===== src/jsc_pkg.sv =====
package jsc_pkg;

  typedef enum logic [1:0] {
    VERDICT_INCOMPLETE = 2'd0,
    VERDICT_COMPLETE   = 2'd1,
    VERDICT_INVALID    = 2'd2
  } verdict_t;

  typedef struct packed {
    logic [7:0] text_byte;
    logic       end_of_text;
  } in_beat_t;

  typedef struct packed {
    verdict_t verdict;
    logic     final_verdict;
    logic     nesting_overflow;
  } out_beat_t;

  localparam logic [7:0] CHAR_BACKSLASH = 8'h5C;
  localparam logic [7:0] CHAR_QUOTE     = 8'h22;
  localparam logic [7:0] CHAR_LBRACE    = 8'h7B;
  localparam logic [7:0] CHAR_LBRACKET  = 8'h5B;
  localparam logic [7:0] CHAR_RBRACE    = 8'h7D;
  localparam logic [7:0] CHAR_RBRACKET  = 8'h5D;
  localparam logic [7:0] CHAR_SPACE     = 8'h20;
  localparam logic [7:0] CHAR_TAB       = 8'h09;
  localparam logic [7:0] CHAR_CR        = 8'h0D;

  // stack entry kinds
  localparam logic KIND_BRACE   = 1'b0;
  localparam logic KIND_BRACKET = 1'b1;

  function automatic logic is_blank(input logic [7:0] b);
    is_blank = (b == CHAR_SPACE) || (b >= CHAR_TAB && b <= CHAR_CR);
  endfunction

endpackage


===== src/jsc_ram.sv =====
module jsc_ram #(
  parameter int WIDTH = 1,
  parameter int DEPTH = 64,
  parameter int AW    = (DEPTH > 1) ? $clog2(DEPTH) : 1
) (
  input  logic             clk,
  input  logic             we,
  input  logic [AW-1:0]    waddr,
  input  logic [WIDTH-1:0] wdata,
  input  logic [AW-1:0]    raddr,
  output logic [WIDTH-1:0] rdata
);

  logic [WIDTH-1:0] mem [DEPTH];

  always_ff @(posedge clk) begin
    if (we) begin
      mem[waddr] <= wdata;
    end
    rdata <= mem[raddr];
  end

endmodule


===== src/json_structure_checker_unit.sv =====
// channel | ports                        | carries
// --------+------------------------------+---------------------------------
// input   | in_valid, in_ready, in_data  | text_byte, end_of_text
// output  | out_valid, out_ready, out_data | verdict, final_verdict, overflow
//
// One byte per clock unless out_ready stalls; each verdict shows in the next cycle.
// The rate is set by the single update step on the parser flags and the
// top-of-stack register; the stack below the top sits in a RAM whose
// registered read always prefetches the entry under the top.
// rst_n is synchronous; no clearing pass, the stack is only read below depth.
// in_ready is high whenever the output register is empty or being taken.
module json_structure_checker_unit #(
  parameter int MAX_NESTING = 64
) (
  input  logic               clk,
  input  logic               rst_n,
  input  logic               in_valid,
  output logic               in_ready,
  input  jsc_pkg::in_beat_t  in_data,
  output logic               out_valid,
  input  logic               out_ready,
  output jsc_pkg::out_beat_t out_data
);
  import jsc_pkg::*;

  localparam int DW = $clog2(MAX_NESTING + 1);
  localparam int AW = (MAX_NESTING > 1) ? $clog2(MAX_NESTING) : 1;

  logic [DW-1:0] depth_r, depth_nxt;
  logic          in_str_r, in_str_nxt;
  logic          esc_r, esc_nxt;
  logic          seen_r, seen_nxt;
  logic          closed_r, closed_nxt;
  logic          inv_r, inv_nxt;
  logic          ovf_r, ovf_nxt;
  logic          top_r, top_nxt;
  logic          byp_r, byp_nxt;
  logic          byp_val_r, byp_val_nxt;
  logic          out_valid_r;
  out_beat_t     out_data_r, out_data_nxt;

  logic          accept;
  logic          push;
  logic          below;
  logic          ram_rdata;
  logic [DW-1:0] depth_m1;
  logic [DW-1:0] depth_nxt_m2;
  logic [7:0]    b;
  logic          want;
  verdict_t      verdict;

  assign in_ready = !out_valid_r || out_ready;
  assign accept   = in_valid && in_ready;
  assign b        = in_data.text_byte;
  assign want     = (b == CHAR_RBRACKET) ? KIND_BRACKET : KIND_BRACE;
  // entry under the top: just written last cycle, or prefetched from RAM
  assign below    = byp_r ? byp_val_r : ram_rdata;

  always_comb begin
    depth_nxt   = depth_r;
    in_str_nxt  = in_str_r;
    esc_nxt     = esc_r;
    seen_nxt    = seen_r;
    closed_nxt  = closed_r;
    inv_nxt     = inv_r;
    ovf_nxt     = ovf_r;
    top_nxt     = top_r;
    push        = 1'b0;
    verdict     = VERDICT_INCOMPLETE;

    if (accept && !inv_r) begin
      if (closed_r && !is_blank(b)) begin
        inv_nxt = 1'b1;
      end else if (in_str_r) begin
        if (esc_r) begin
          esc_nxt = 1'b0;
        end else if (b == CHAR_BACKSLASH) begin
          esc_nxt = 1'b1;
        end else if (b == CHAR_QUOTE) begin
          in_str_nxt = 1'b0;
        end
      end else if (b == CHAR_QUOTE) begin
        in_str_nxt = 1'b1;
        seen_nxt   = 1'b1;
      end else if (b == CHAR_LBRACE || b == CHAR_LBRACKET) begin
        if (depth_r == '0 && seen_r) begin
          inv_nxt = 1'b1;
        end else begin
          if (depth_r == '0) begin
            seen_nxt = 1'b1;
          end
          if (depth_r == DW'(MAX_NESTING)) begin
            ovf_nxt = 1'b1;
            inv_nxt = 1'b1;
          end else begin
            push      = 1'b1;
            depth_nxt = depth_r + DW'(1);
            top_nxt   = (b == CHAR_LBRACKET) ? KIND_BRACKET : KIND_BRACE;
          end
        end
      end else if (b == CHAR_RBRACE || b == CHAR_RBRACKET) begin
        if (depth_r == '0 || top_r != want) begin
          inv_nxt = 1'b1;
        end else begin
          depth_nxt = depth_r - DW'(1);
          top_nxt   = below;
          if (depth_r == DW'(1)) begin
            closed_nxt = 1'b1;
          end
        end
      end else if (!is_blank(b) && depth_r == '0) begin
        inv_nxt = 1'b1;
      end
    end

    if (inv_nxt) begin
      verdict = VERDICT_INVALID;
    end else if (in_str_nxt || esc_nxt || depth_nxt != '0) begin
      verdict = VERDICT_INCOMPLETE;
    end else if (closed_nxt) begin
      verdict = VERDICT_COMPLETE;
    end

    out_data_nxt.verdict          = verdict;
    out_data_nxt.final_verdict    = in_data.end_of_text;
    out_data_nxt.nesting_overflow = ovf_nxt;

    byp_nxt     = push;
    byp_val_nxt = top_r;

    if (accept && in_data.end_of_text) begin
      depth_nxt  = '0;
      in_str_nxt = 1'b0;
      esc_nxt    = 1'b0;
      seen_nxt   = 1'b0;
      closed_nxt = 1'b0;
      inv_nxt    = 1'b0;
      ovf_nxt    = 1'b0;
    end
  end

  assign depth_m1     = depth_r - DW'(1);
  assign depth_nxt_m2 = depth_nxt - DW'(2);

  // on a push from nonzero depth the old top goes to the RAM at depth-1
  jsc_ram #(
    .WIDTH (1),
    .DEPTH (MAX_NESTING),
    .AW    (AW)
  ) u_stack (
    .clk   (clk),
    .we    (push && depth_r != '0),
    .waddr (depth_m1[AW-1:0]),
    .wdata (top_r),
    .raddr (depth_nxt_m2[AW-1:0]),
    .rdata (ram_rdata)
  );

  always_ff @(posedge clk) begin
    if (!rst_n) begin
      depth_r     <= '0;
      in_str_r    <= 1'b0;
      esc_r       <= 1'b0;
      seen_r      <= 1'b0;
      closed_r    <= 1'b0;
      inv_r       <= 1'b0;
      ovf_r       <= 1'b0;
      byp_r       <= 1'b0;
      out_valid_r <= 1'b0;
    end else begin
      depth_r  <= depth_nxt;
      in_str_r <= in_str_nxt;
      esc_r    <= esc_nxt;
      seen_r   <= seen_nxt;
      closed_r <= closed_nxt;
      inv_r    <= inv_nxt;
      ovf_r    <= ovf_nxt;
      byp_r    <= byp_nxt;
      if (accept) begin
        out_valid_r <= 1'b1;
      end else if (out_ready) begin
        out_valid_r <= 1'b0;
      end
    end
  end

  always_ff @(posedge clk) begin
    top_r     <= top_nxt;
    byp_val_r <= byp_val_nxt;
    if (accept) begin
      out_data_r <= out_data_nxt;
    end
  end

  assign out_valid = out_valid_r;
  assign out_data  = out_data_r;

endmodule


===== config.mk =====
export PLATFORM = sky130hd
export DESIGN_NAME = json_structure_checker_unit
export DESIGN_NICKNAME = d
export VERILOG_FILES = /design/src/jsc_pkg.sv /design/src/jsc_ram.sv /design/src/json_structure_checker_unit.sv
export SDC_FILE = /design/constraint.sdc
export NUM_CORES = 1
export LEC_CHECK = 0
export BUFFER_PORTS_ARGS = -buffer_cell sky130_fd_sc_hd__buf_2
export CAP_MARGIN = 5
export CORE_ASPECT_RATIO = 2
export CORE_MARGIN = 1.5
export CORE_UTILIZATION = 57
export CTS_CLUSTER_DIAMETER = 200
export DETAILED_ROUTE_END_ITERATION = 6
export GPL_ROUTABILITY_DRIVEN = 0
export HOLD_SLACK_MARGIN = 0.12
export PLACE_DENSITY = 0.75
export SYNTH_ARGS = -nofsm -noshare
export SYNTH_HDL_FRONTEND = slang
export SYNTH_HIERARCHICAL = 1
export SYNTH_SLANG_ARGS = --single-unit

===== constraint.sdc =====
create_clock -name clk -period 8.2 [get_ports clk]
set_clock_uncertainty 0.2 [all_clocks]
set_input_delay 0.82 -clock clk [delete_from_list [all_inputs] [get_ports clk]]
set_output_delay 0.82 -clock clk [all_outputs]
set_load 0.01 [all_outputs]

## Word-level counts from Yosys, hierarchy flattened

Memories as Yosys holds them, arrays and structs flattened. A register that Yosys moved wholly into a read port is not among the register bits.
Index checks and enable logic that the tools add are counted.

| word-level totals | value |
|---|---|
| register bits | 21 |
| bits of input ports | 13 |
| memories | 1 |
| RAM bits | 64 |

| cells by class | value |
|---|---|
| equality and inequality tests | 14 |
| multiplexer cells | 71 |
| reduce and logical (&&, ||, !) cells | 29 |
| order comparisons | 2 |
| add/sub/neg operators | 3 |
| bitwise operators | 4 |

Memories:

| name | words | bits a word | read ports | clocked after Yosys merged registers in | write ports | line | source |
|---|---|---|---|---|---|---|---|
| u_stack.mem | 64 | 1 | 1 | 1 | 1 | jsc_ram.sv:14 | `logic [WIDTH-1:0] mem [DEPTH];` |

Operators by type and width:

| kind | number |
|---|---|
| two-way mux 7 bit | 10 |
| two-way mux 1 bit | 61 |
| equality test 8 x 7 -> 1 bit (second input constant) | 5 |
| equality test 8 x 6 -> 1 bit (second input constant) | 2 |
| nonzero test 7 bit | 2 |
| >= comparator 8 x 4 -> 1 bit (second input constant) | 1 |
| <= comparator 8 x 4 -> 1 bit (second input constant) | 1 |
| logical AND 1 bit | 8 |
| != test 2 bit (second input constant) | 4 |
| AND reduction 8 bit | 1 |
| nonzero test 2 bit | 4 |
| adder 7 x 1 -> 7 bit (second input constant) | 1 |
| equality test 7 x 1 -> 1 bit (second input constant) | 1 |
| equality test 7 bit (second input constant) | 1 |
| logical NOT 7 bit | 1 |
| logical OR 1 bit | 7 |
| subtractor 7 x 1 -> 7 bit (second input constant) | 1 |
| AND reduction 6 bit | 1 |
| subtractor 6 x 2 -> 6 bit (second input constant) | 1 |
| NOT 1 bit | 4 |
| OR reduction 2 bit | 2 |
| logical NOT 1 bit | 3 |
| != test 1 bit | 1 |

## Logic depth before layout (Yosys ltp)

Gate-level depths: netlist of the first run.

| depth | value |
|---|---|
| depth in word-level cells | 14 |
| mapped depth | 16 |

## Cells and area by module

The synthesis of the first run kept the hierarchy.

Modules (own cells, without submodules):

| module | cells an instance | area each (µm²) | times used |
|---|---|---|---|
| jsc_ram | 205 | 2959.1 | 1 |
| json_structure_checker_unit | 192 | 1566.5 | 1 |

## Worst setup path before layout of the first run

OpenSTA, ideal clock, no wires.

| timing | value |
|---|---|
| path type | register to register |
| from | reg top_r, in the netlist byp_val_nxt |
| to | reg u_stack.rdata, read port of u_stack.mem |
| cell stages (with the launch flop) | 15 |
| path buffers | 1 |
| required time | 7.877 ns |
| data arrival time | 3.674 ns |
| slack | 4.203 ns |
| cell sequence | edfxtp_1 -> xor2_1 -> and2b_1 -> nand2_2 -> a21o_1 -> a221oi_1 -> nand2_1 -> ha_1 -> inv_1 -> buf_2 -> mux4_2 -> mux2i_1 -> mux2i_1 -> mux2i_1 -> a21oi_1 |

| on the way | value |
|---|---|
| cells in the longest elaborated chain, start to end | 11 |

Ends and longest elaborated chain:

| what | line | source |
|---|---|---|
| start, declared | json_structure_checker_unit.sv:36 | `logic top_r, top_nxt;` |
| start signal, assigned | json_structure_checker_unit.sv:188 | `top_r <= top_nxt;` |
| != test 1 bit | json_structure_checker_unit.sv:102 | `if (depth_r == '0 \|\| top_r != want) begin` |
| logical OR 1 bit | json_structure_checker_unit.sv:102 |  |
| two-way mux 7 bit | json_structure_checker_unit.sv:102 |  |
| two-way mux 7 bit | json_structure_checker_unit.sv:101 | `end else if (b == CHAR_RBRACE \|\| b == CHAR_RBRACKET) begin` |
| two-way mux 7 bit | json_structure_checker_unit.sv:85 | `end else if (b == CHAR_LBRACE \|\| b == CHAR_LBRACKET) begin` |
| two-way mux 7 bit | json_structure_checker_unit.sv:82 | `end else if (b == CHAR_QUOTE) begin` |
| two-way mux 7 bit | json_structure_checker_unit.sv:74 | `end else if (in_str_r) begin` |
| two-way mux 7 bit | json_structure_checker_unit.sv:72 | `if (closed_r && !is_blank(b)) begin` |
| two-way mux 7 bit | json_structure_checker_unit.sv:71 | `if (accept && !inv_r) begin` |
| two-way mux 7 bit | json_structure_checker_unit.sv:131 | `if (accept && in_data.end_of_text) begin` |
| subtractor 6 x 2 -> 6 bit | json_structure_checker_unit.sv:143 | `assign depth_nxt_m2 = depth_nxt - DW'(2);` |
| via depth_nxt_m2[1] | json_structure_checker_unit.sv:47 | `logic [DW-1:0] depth_nxt_m2;` |
| end, declared | jsc_ram.sv:11 | `output logic [WIDTH-1:0] rdata` |

The timed path passes the listed nets, and every way through them passes these cells.
A chain may end at the register's enable or synchronous reset.

## Worst setup path after layout of the first run

| timing | value |
|---|---|
| from | in in_data[1] in the netlist's numbering |
| to | reg u_stack.rdata, read port of u_stack.mem |

| on the way | value |
|---|---|
| cells in the longest elaborated chain, start to end | 13 |
| elaborated cells between the ends (all ways) | 26 |

Ends and longest elaborated chain:

| what | line | source |
|---|---|---|
| start, declared | json_structure_checker_unit.sv:19 | `input jsc_pkg::in_beat_t in_data,` |
| equality test 8 x 7 -> 1 bit | json_structure_checker_unit.sv:55, json_structure_checker_unit.sv:101 |  |
| two-way mux 1 bit | json_structure_checker_unit.sv:55 | `assign want = (b == CHAR_RBRACKET) ? KIND_BRACKET : KIND_BRACE;` |
| != test 1 bit | json_structure_checker_unit.sv:102 |  |
| logical OR 1 bit | json_structure_checker_unit.sv:102 |  |
| two-way mux 7 bit | json_structure_checker_unit.sv:102 |  |
| two-way mux 7 bit | json_structure_checker_unit.sv:101 |  |
| two-way mux 7 bit | json_structure_checker_unit.sv:85 |  |
| two-way mux 7 bit | json_structure_checker_unit.sv:82 |  |
| two-way mux 7 bit | json_structure_checker_unit.sv:74 |  |
| two-way mux 7 bit * | json_structure_checker_unit.sv:72 |  |
| two-way mux 7 bit * | json_structure_checker_unit.sv:71 |  |
| two-way mux 7 bit * | json_structure_checker_unit.sv:131 |  |
| subtractor 6 x 2 -> 6 bit * | json_structure_checker_unit.sv:143 |  |
| via depth_nxt_m2[1] | json_structure_checker_unit.sv:47 |  |

Mark *: on every way through the listed nets, which the timed path passes. The rest lies on a longest branch.

==> reports/metrics.cfg, run 1 <==
[die]
num_io_pins=19
core_region_area_sq_um=7660
die_h_um=129
dieArea_sq_um=8520
start_util_pct=59.1
die_x_um=66.0
rows=45

[synthesis]
ys_seq_area_share_pct=53.3
yosys_warnings=6
netlist.area_leader.share_pct=45.8
netlist_top_cells_count=nor2_1, edfxtp_1, nand2_1
synth_nets=415
synth_area_per_cell_sq_um=11.4
synth_top_area_cell=edfxtp_1
synth_seq_cells=86
netlist_instances=397
syn_area_sq_um=4530
synthTopCellsByArea=edfxtp_1, dfxtp_1, nor2_1
ys_async_sr_fraction_pct=0
synth-edff-count=69
synth.most_common_cell=nor2_1
synth_cell_types=68
synth-main-ff-cell=edfxtp_1

[cells_and_area]
largest_reg_flops=64
top_register=u_stack/mem
final_layout_size_suffix_gt1_share_pct=13.3
area_delta_synth_final_pct=8.85
insertedDiodeCount=0
layout.nets=426

[timing]
finalWorstSetupSlack_ps=3220
whs_ps=316
setup-violations-final=0
period_share_pct=60.7
fin_setup_tns_ps=0
max-slew-margin-rel_pct=47.8
clock.fmax_mhz=201
hold_violations=0
min_period_ps=4980
rsz0062_at_grt=no
slew_violations=0
tightestPinTransition_ps=781

[route]
drt_iter0_drc=314
drc=0
ant_nets=0
wl_mm=11.4
dr.pass1.iters=6
vias=3307
avgViaCountPerCell=6.52
wl_per_cell_um=22.4

[clock_tree]
postCtsHoldBufs=0
cts_tree=yes
clk_pin_slew_ps=60
cts_buffer_depth=2
cts_sinks=86
numCtsBuffers=9
postCtsResizedCells=0
clk_latency_ps=340
cts_root_buf=clkbuf_16
cts_setup_buffers=0
cts_max_level=3

[worst_setup_path]
slowest_stage=nand2_1
cp_data_arrival_time_ps=5010
r2r_slack_ps=3260
cp_max_fo=14
path_cells=buf_2 > nor4b_4 > a31o_1 > a311o_1 > o2bb2ai_1 > a221oi_1 > nand2_1 > ha_1 > inv_1 > mux4_2 > nor3b_1 > nor4_1 > a211oi_1 > a21oi_1
startpoint_type=input pin
r2r_start=depth_r[0]$_SDFF_PN0_
worst-endpoint-required_ps=8230
end_kind=register
criticalPathCategory=input pin to register
path_delay_family=compound AO/OA/AOI/OAI gates
cp.buffers_inverters=2
max_stage_delay_ps=490
crit_start=in_data[1]

[global_routing]
grt_pass1_vias=3323
grt_pass1_wl_mm=17.5
antenna_found_initial=0
grt_max_degree=67
gr-total-overflow=0
grt.total_usage_pct=29.4

[flow_run]
max-cap-violations=0

[placed_design]
port_buffers=18
pre_cts_ws_ps=2910
hpwlAfterDp_mm=7.97

[power_and_ir_drop]
power.density_nw_per_um2=183
vdd_ir_drop_max_uv=188
power_mw=0.902
p_leak_nw=1.68

[run_status]
status=finished, final reports clean

[hold_path]
hold_class=register to register
hp-start=esc_r$_SDFF_PP0_

-- worst min-delay path, stage by stage, from the launching register on --
cell and delay [ps]:
dfxtp_1 340, nand2_1 70, a21oi_1 50
-- worst paths after layout --
| path | to | cells past startpoint |
|---|---|---|
| hold / removal | esc_r$_SDFF_PP0_ | 2 |
| setup reg to reg | u_stack/rdata$_DFF_P_ | 15 |
| setup / recovery | u_stack/rdata$_DFF_P_ | 14 |
| hold reg to reg | esc_r$_SDFF_PP0_ | 2 |
-- layout by cell type (no fill, tap or decap), types with 3 or more instances in the layout --
master / netlist / layout
a31oi_1: 3 / 3
and2_1: 4 / 4
buf_4: 1 / 3
edfxtp_1: 69 / 69
mux4_1: 8 / 8
o21ai_0: 4 / 4
buf_2: 5 / 18
nor2b_1: 6 / 6
nand2_1: 24 / 24
ha_1: 5 / 5
mux4_2: 8 / 8
xnor2_1: 5 / 5
and3_1: 5 / 5
clkbuf_16: 0 / 9
nor3b_1: 4 / 4
mux2i_1: 11 / 11
xor2_1: 5 / 5
nand4_1: 4 / 4
a21oi_1: 10 / 10
nor2_1: 84 / 84
a32oi_1: 3 / 3
nor3_1: 13 / 13
nor4_1: 4 / 4
dfxtp_1: 17 / 17
nand2b_1: 6 / 6
nand3b_1: 5 / 5
nand3_1: 12 / 12
inv_1: 12 / 12
-- area by class of cell --
class                      instances  area (sq um)
tap                               94           118
timing repair buffer              21           113
clock inverter                     7          73.8
fill                             624          2730
multi-input combinational        278          1940
inverter                          12          45.0
clock buffer                       9           225
sequential                        86          2410
-- layer usage --
layer,up-vias,GRT usage (%),share of wire [%]
met1,1618,27.6,33
met3,50,5.90,4.7
met4,0,21.2,6.0
met2,139,54.2,56
met5,-,0,0
li1,1500,-,-
-- through the flow --
stage	cell area, sq um	cells	utilization [%]
after floorplan	4530	397	-
after global placement	4630	491	60.4
after detailed placement	4630	491	60.4
after CTS	4930	507	64.3
after global routing	4930	507	64.3
final	4930	507	64.3
-- cells by family (layout without fill, tap and decap cells) --
family / count (synthesis) / in the layout / synth area share [%]
flip-flops: 86 / 86 / 53.3
buffers and inverters: 33 / 49 / 3.84
XOR/XNOR: 10 / 10 / 1.94
multiplexers: 27 / 27 / 11.1
adder cells (fa/ha/maj): 5 / 5 / 1.38
AND/OR/NAND/NOR: 188 / 188 / 20.7
AO/OA/AOI/OAI: 48 / 48 / 7.82
-- power by group --
group          internal [mW]  total [mW]  leakage (nW)  switching (mW)
sequential             0.467       0.468         0.762        0.000806
combinational        0.00961      0.0288         0.772          0.0191
clock                  0.237       0.405         0.143           0.168
Power figures use the tool's default switching activity.
==> run 2: changes to the inputs <==
==> constraint.sdc (replaced) <==
create_clock -name clk -period 4.9 [get_ports clk]
set_clock_uncertainty 0.2 [all_clocks]
set_input_delay 0.49 -clock clk [delete_from_list [all_inputs] [get_ports clk]]
set_output_delay 0.49 -clock clk [all_outputs]
set_load 0.01 [all_outputs]
==> run 2 against run 1 <==
Sequential cell count unchanged. Power rose by 70%. Combinational power rose by 70%. Final cell count is 1.8% higher. Die area unchanged. First-iteration DRC count is 2.9% higher.
==> reports/metrics.cfg, run 2 (synthesized netlist as in run 1, its figures left out) <==
[placed_design]
hpwlAfterDp_mm=7.90  ; was 7.97 mm
port_buffers=18  ; unchanged

[route]
wl_per_cell_um=20.8  ; was 22.4 um
dr.pass1.iters=4  ; was 6
wl_mm=10.7  ; was 11.4 mm
ant_nets=0  ; unchanged
drt_iter0_drc=323  ; was 314
vias=3281  ; was 3,307
avgViaCountPerCell=6.36  ; was 6.52
drc=0  ; unchanged

[die]
die_h_um=129  ; unchanged
die_x_um=66.0  ; unchanged
num_io_pins=19  ; unchanged
start_util_pct=59.1  ; unchanged
core_region_area_sq_um=7660  ; unchanged
dieArea_sq_um=8520  ; unchanged
rows=45  ; unchanged

[worst_setup_path]
r2r_end=u_stack/rdata$_DFF_P_  ; unchanged
r2r_cells=13  ; was 15
worst-endpoint-required_ps=4900  ; was 8230 ps
startpoint_type=input pin  ; unchanged
cp_max_fo=14  ; unchanged
cp_data_arrival_time_ps=4350  ; was 5010 ps
criticalPathCategory=input pin to register  ; unchanged
crit_end=u_stack/rdata$_DFF_P_  ; unchanged
crit_start=in_data[5]  ; was in_data[1]
end_kind=register  ; unchanged
r2r_start=depth_r[5]$_SDFF_PN0_  ; was depth_r[0]$_SDFF_PN0_
r2r_slack_ps=560  ; was 3260 ps

[timing]
tightestPinTransition_ps=735  ; was 781 ps
setup-violations-final=0  ; unchanged
min_period_ps=4350
fin_setup_tns_ps=0  ; unchanged
max-slew-margin-rel_pct=50.6  ; was 47.8%
clock.fmax_mhz=230
slew_violations=0  ; unchanged
period_share_pct=88.7
rsz0062_at_grt=no  ; unchanged
hold_violations=0  ; unchanged

[power_and_ir_drop]
intPower_mw=1.23  ; was 0.714 mW
p_comb_share_pct=3.2  ; about the same
p_leak_nw=1.73  ; was 1.68 nW
power_frac_clock_pct=45.9  ; was 44.9%
p_sw_share_pct=20.0  ; was 20.9%
switchingPower_mw=0.307  ; was 0.188 mW
power_frac_seq_pct=50.9  ; was 51.9%
power_mw=1.54  ; was 0.902 mW
vdd_ir_drop_max_uv=322  ; was 188 uV
power.density_nw_per_um2=307  ; was 183 nW/um^2

[clock_tree]
cts_buffer_depth=2  ; unchanged
cts_max_level=3  ; unchanged
cts_tree=yes  ; unchanged
numCtsBuffers=9  ; unchanged
cts_setup_buffers=0  ; unchanged
cts_root_buf=clkbuf_16  ; unchanged
clk_latency_ps=330  ; was 340 ps
clk_pin_slew_ps=70  ; was 60 ps
postCtsResizedCells=0  ; unchanged
postCtsHoldBufs=0  ; unchanged
cts_sinks=86  ; unchanged

[hold_path]
hold_class=input pin to register  ; was register to register
hp-start=in_data[0]  ; was esc_r$_SDFF_PP0_

[cells_and_area]
layout.nets=435  ; was 426
top_register=u_stack/mem  ; unchanged
final_common_cell=nor2_1  ; unchanged
final_layout_size_suffix_gt1_share_pct=15.4  ; was 13.3%
largest_reg_flops=64  ; unchanged
insertedDiodeCount=0  ; unchanged
area_delta_synth_final_pct=10.7  ; was 8.85%
most-common-layout-cells=nor2_1, edfxtp_1, nand2_1  ; unchanged

[global_routing]
gr-total-overflow=0  ; unchanged
grt_max_degree=66  ; was 67
antenna_found_initial=0  ; unchanged
grt_pass1_vias=3309  ; was 3,323
grt.total_usage_pct=27.7  ; was 29.4%
grt_pass1_wl_mm=16.7  ; was 17.5 mm

[flow_run]
max-cap-violations=0  ; unchanged

[run_status]
status=finished, final reports clean  ; unchanged

## run 2: critical path, cell delays in order
cell and delay, ps:
buf_2 130, nor2_1 280, o2111ai_1 280, a311o_1 600
a21o_1 240, a221oi_1 440, nand2_1 150, ha_1 310
inv_1 360, mux4_2 380, nor3b_1 200, nor4_1 90
a211oi_1 340, a21oi_1 70
## run 2: area by class of cell
type / instances / area, sq um
fill: 602 / 2650
sequential: 86 / 2410
multi-input combinational: 278 / 1940
clock buffer: 11 / 254
timing repair buffer: 30 / 180
tap: 94 / 118
clock inverter: 5 / 62.6
inverter: 12 / 45.0
## run 2: metrics by stage
| stage | hold WS, ps | cell area (sq um) | worst slack (ps) | util, % | cells |
|---|---|---|---|---|---|
| 5_1_grt | 154 | 5010 | 312 | 65.4 | 516 |
| 3_5_place_dp | 294 | 4690 | 271 | 61.3 | 500 |
| 4_1_cts | 149 | 5010 | 586 | 65.4 | 516 |
| 6_report | 157 | 5010 | 553 | 65.4 | 516 |
| 2_1_floorplan | 253 | 4530 | 903 | - | 397 |
| 3_3_place_gp | 296 | 4690 | 519 | 61.3 | 500 |
## run 2: worst min path at each step
stage	endpoint	slack, ps	cells past startpoint
2_1_floorplan	seen_r$_SDFFE_PP0P_	250	2
3_3_place_gp	out_data[0]$_DFFE_PP_	300	1
3_5_place_dp	out_data[0]$_DFFE_PP_	290	1
4_1_cts	out_data[1]$_DFFE_PP_	150	1
5_1_grt	out_data[1]$_DFFE_PP_	150	1
6_report	out_data[1]$_DFFE_PP_	160	1
## run 2: power groups by stage
| stage | sequential [mW] | clock, mW | combinational, mW |
|---|---|---|---|
| floorplan | 0.800 | 0 | 0.0275 |
| global placement | 0.799 | 0 | 0.0467 |
| detailed placement | 0.799 | 0 | 0.0480 |
| CTS | 0.783 | 0.714 | 0.0482 |
| global route | 0.783 | 0.744 | 0.0528 |
| finish | 0.783 | 0.705 | 0.0490 |
## run 2: routing by layer
metal / vias to the layer above / GRT usage (%) / routed length (um)
met1: 1584 / 24.7 / 3350
li1: 1515 / - / -
met5: - / 0 / 0
met4: 0 / 20.8 / 831
met3: 57 / 6.25 / 430
met2: 125 / 51.6 / 6100
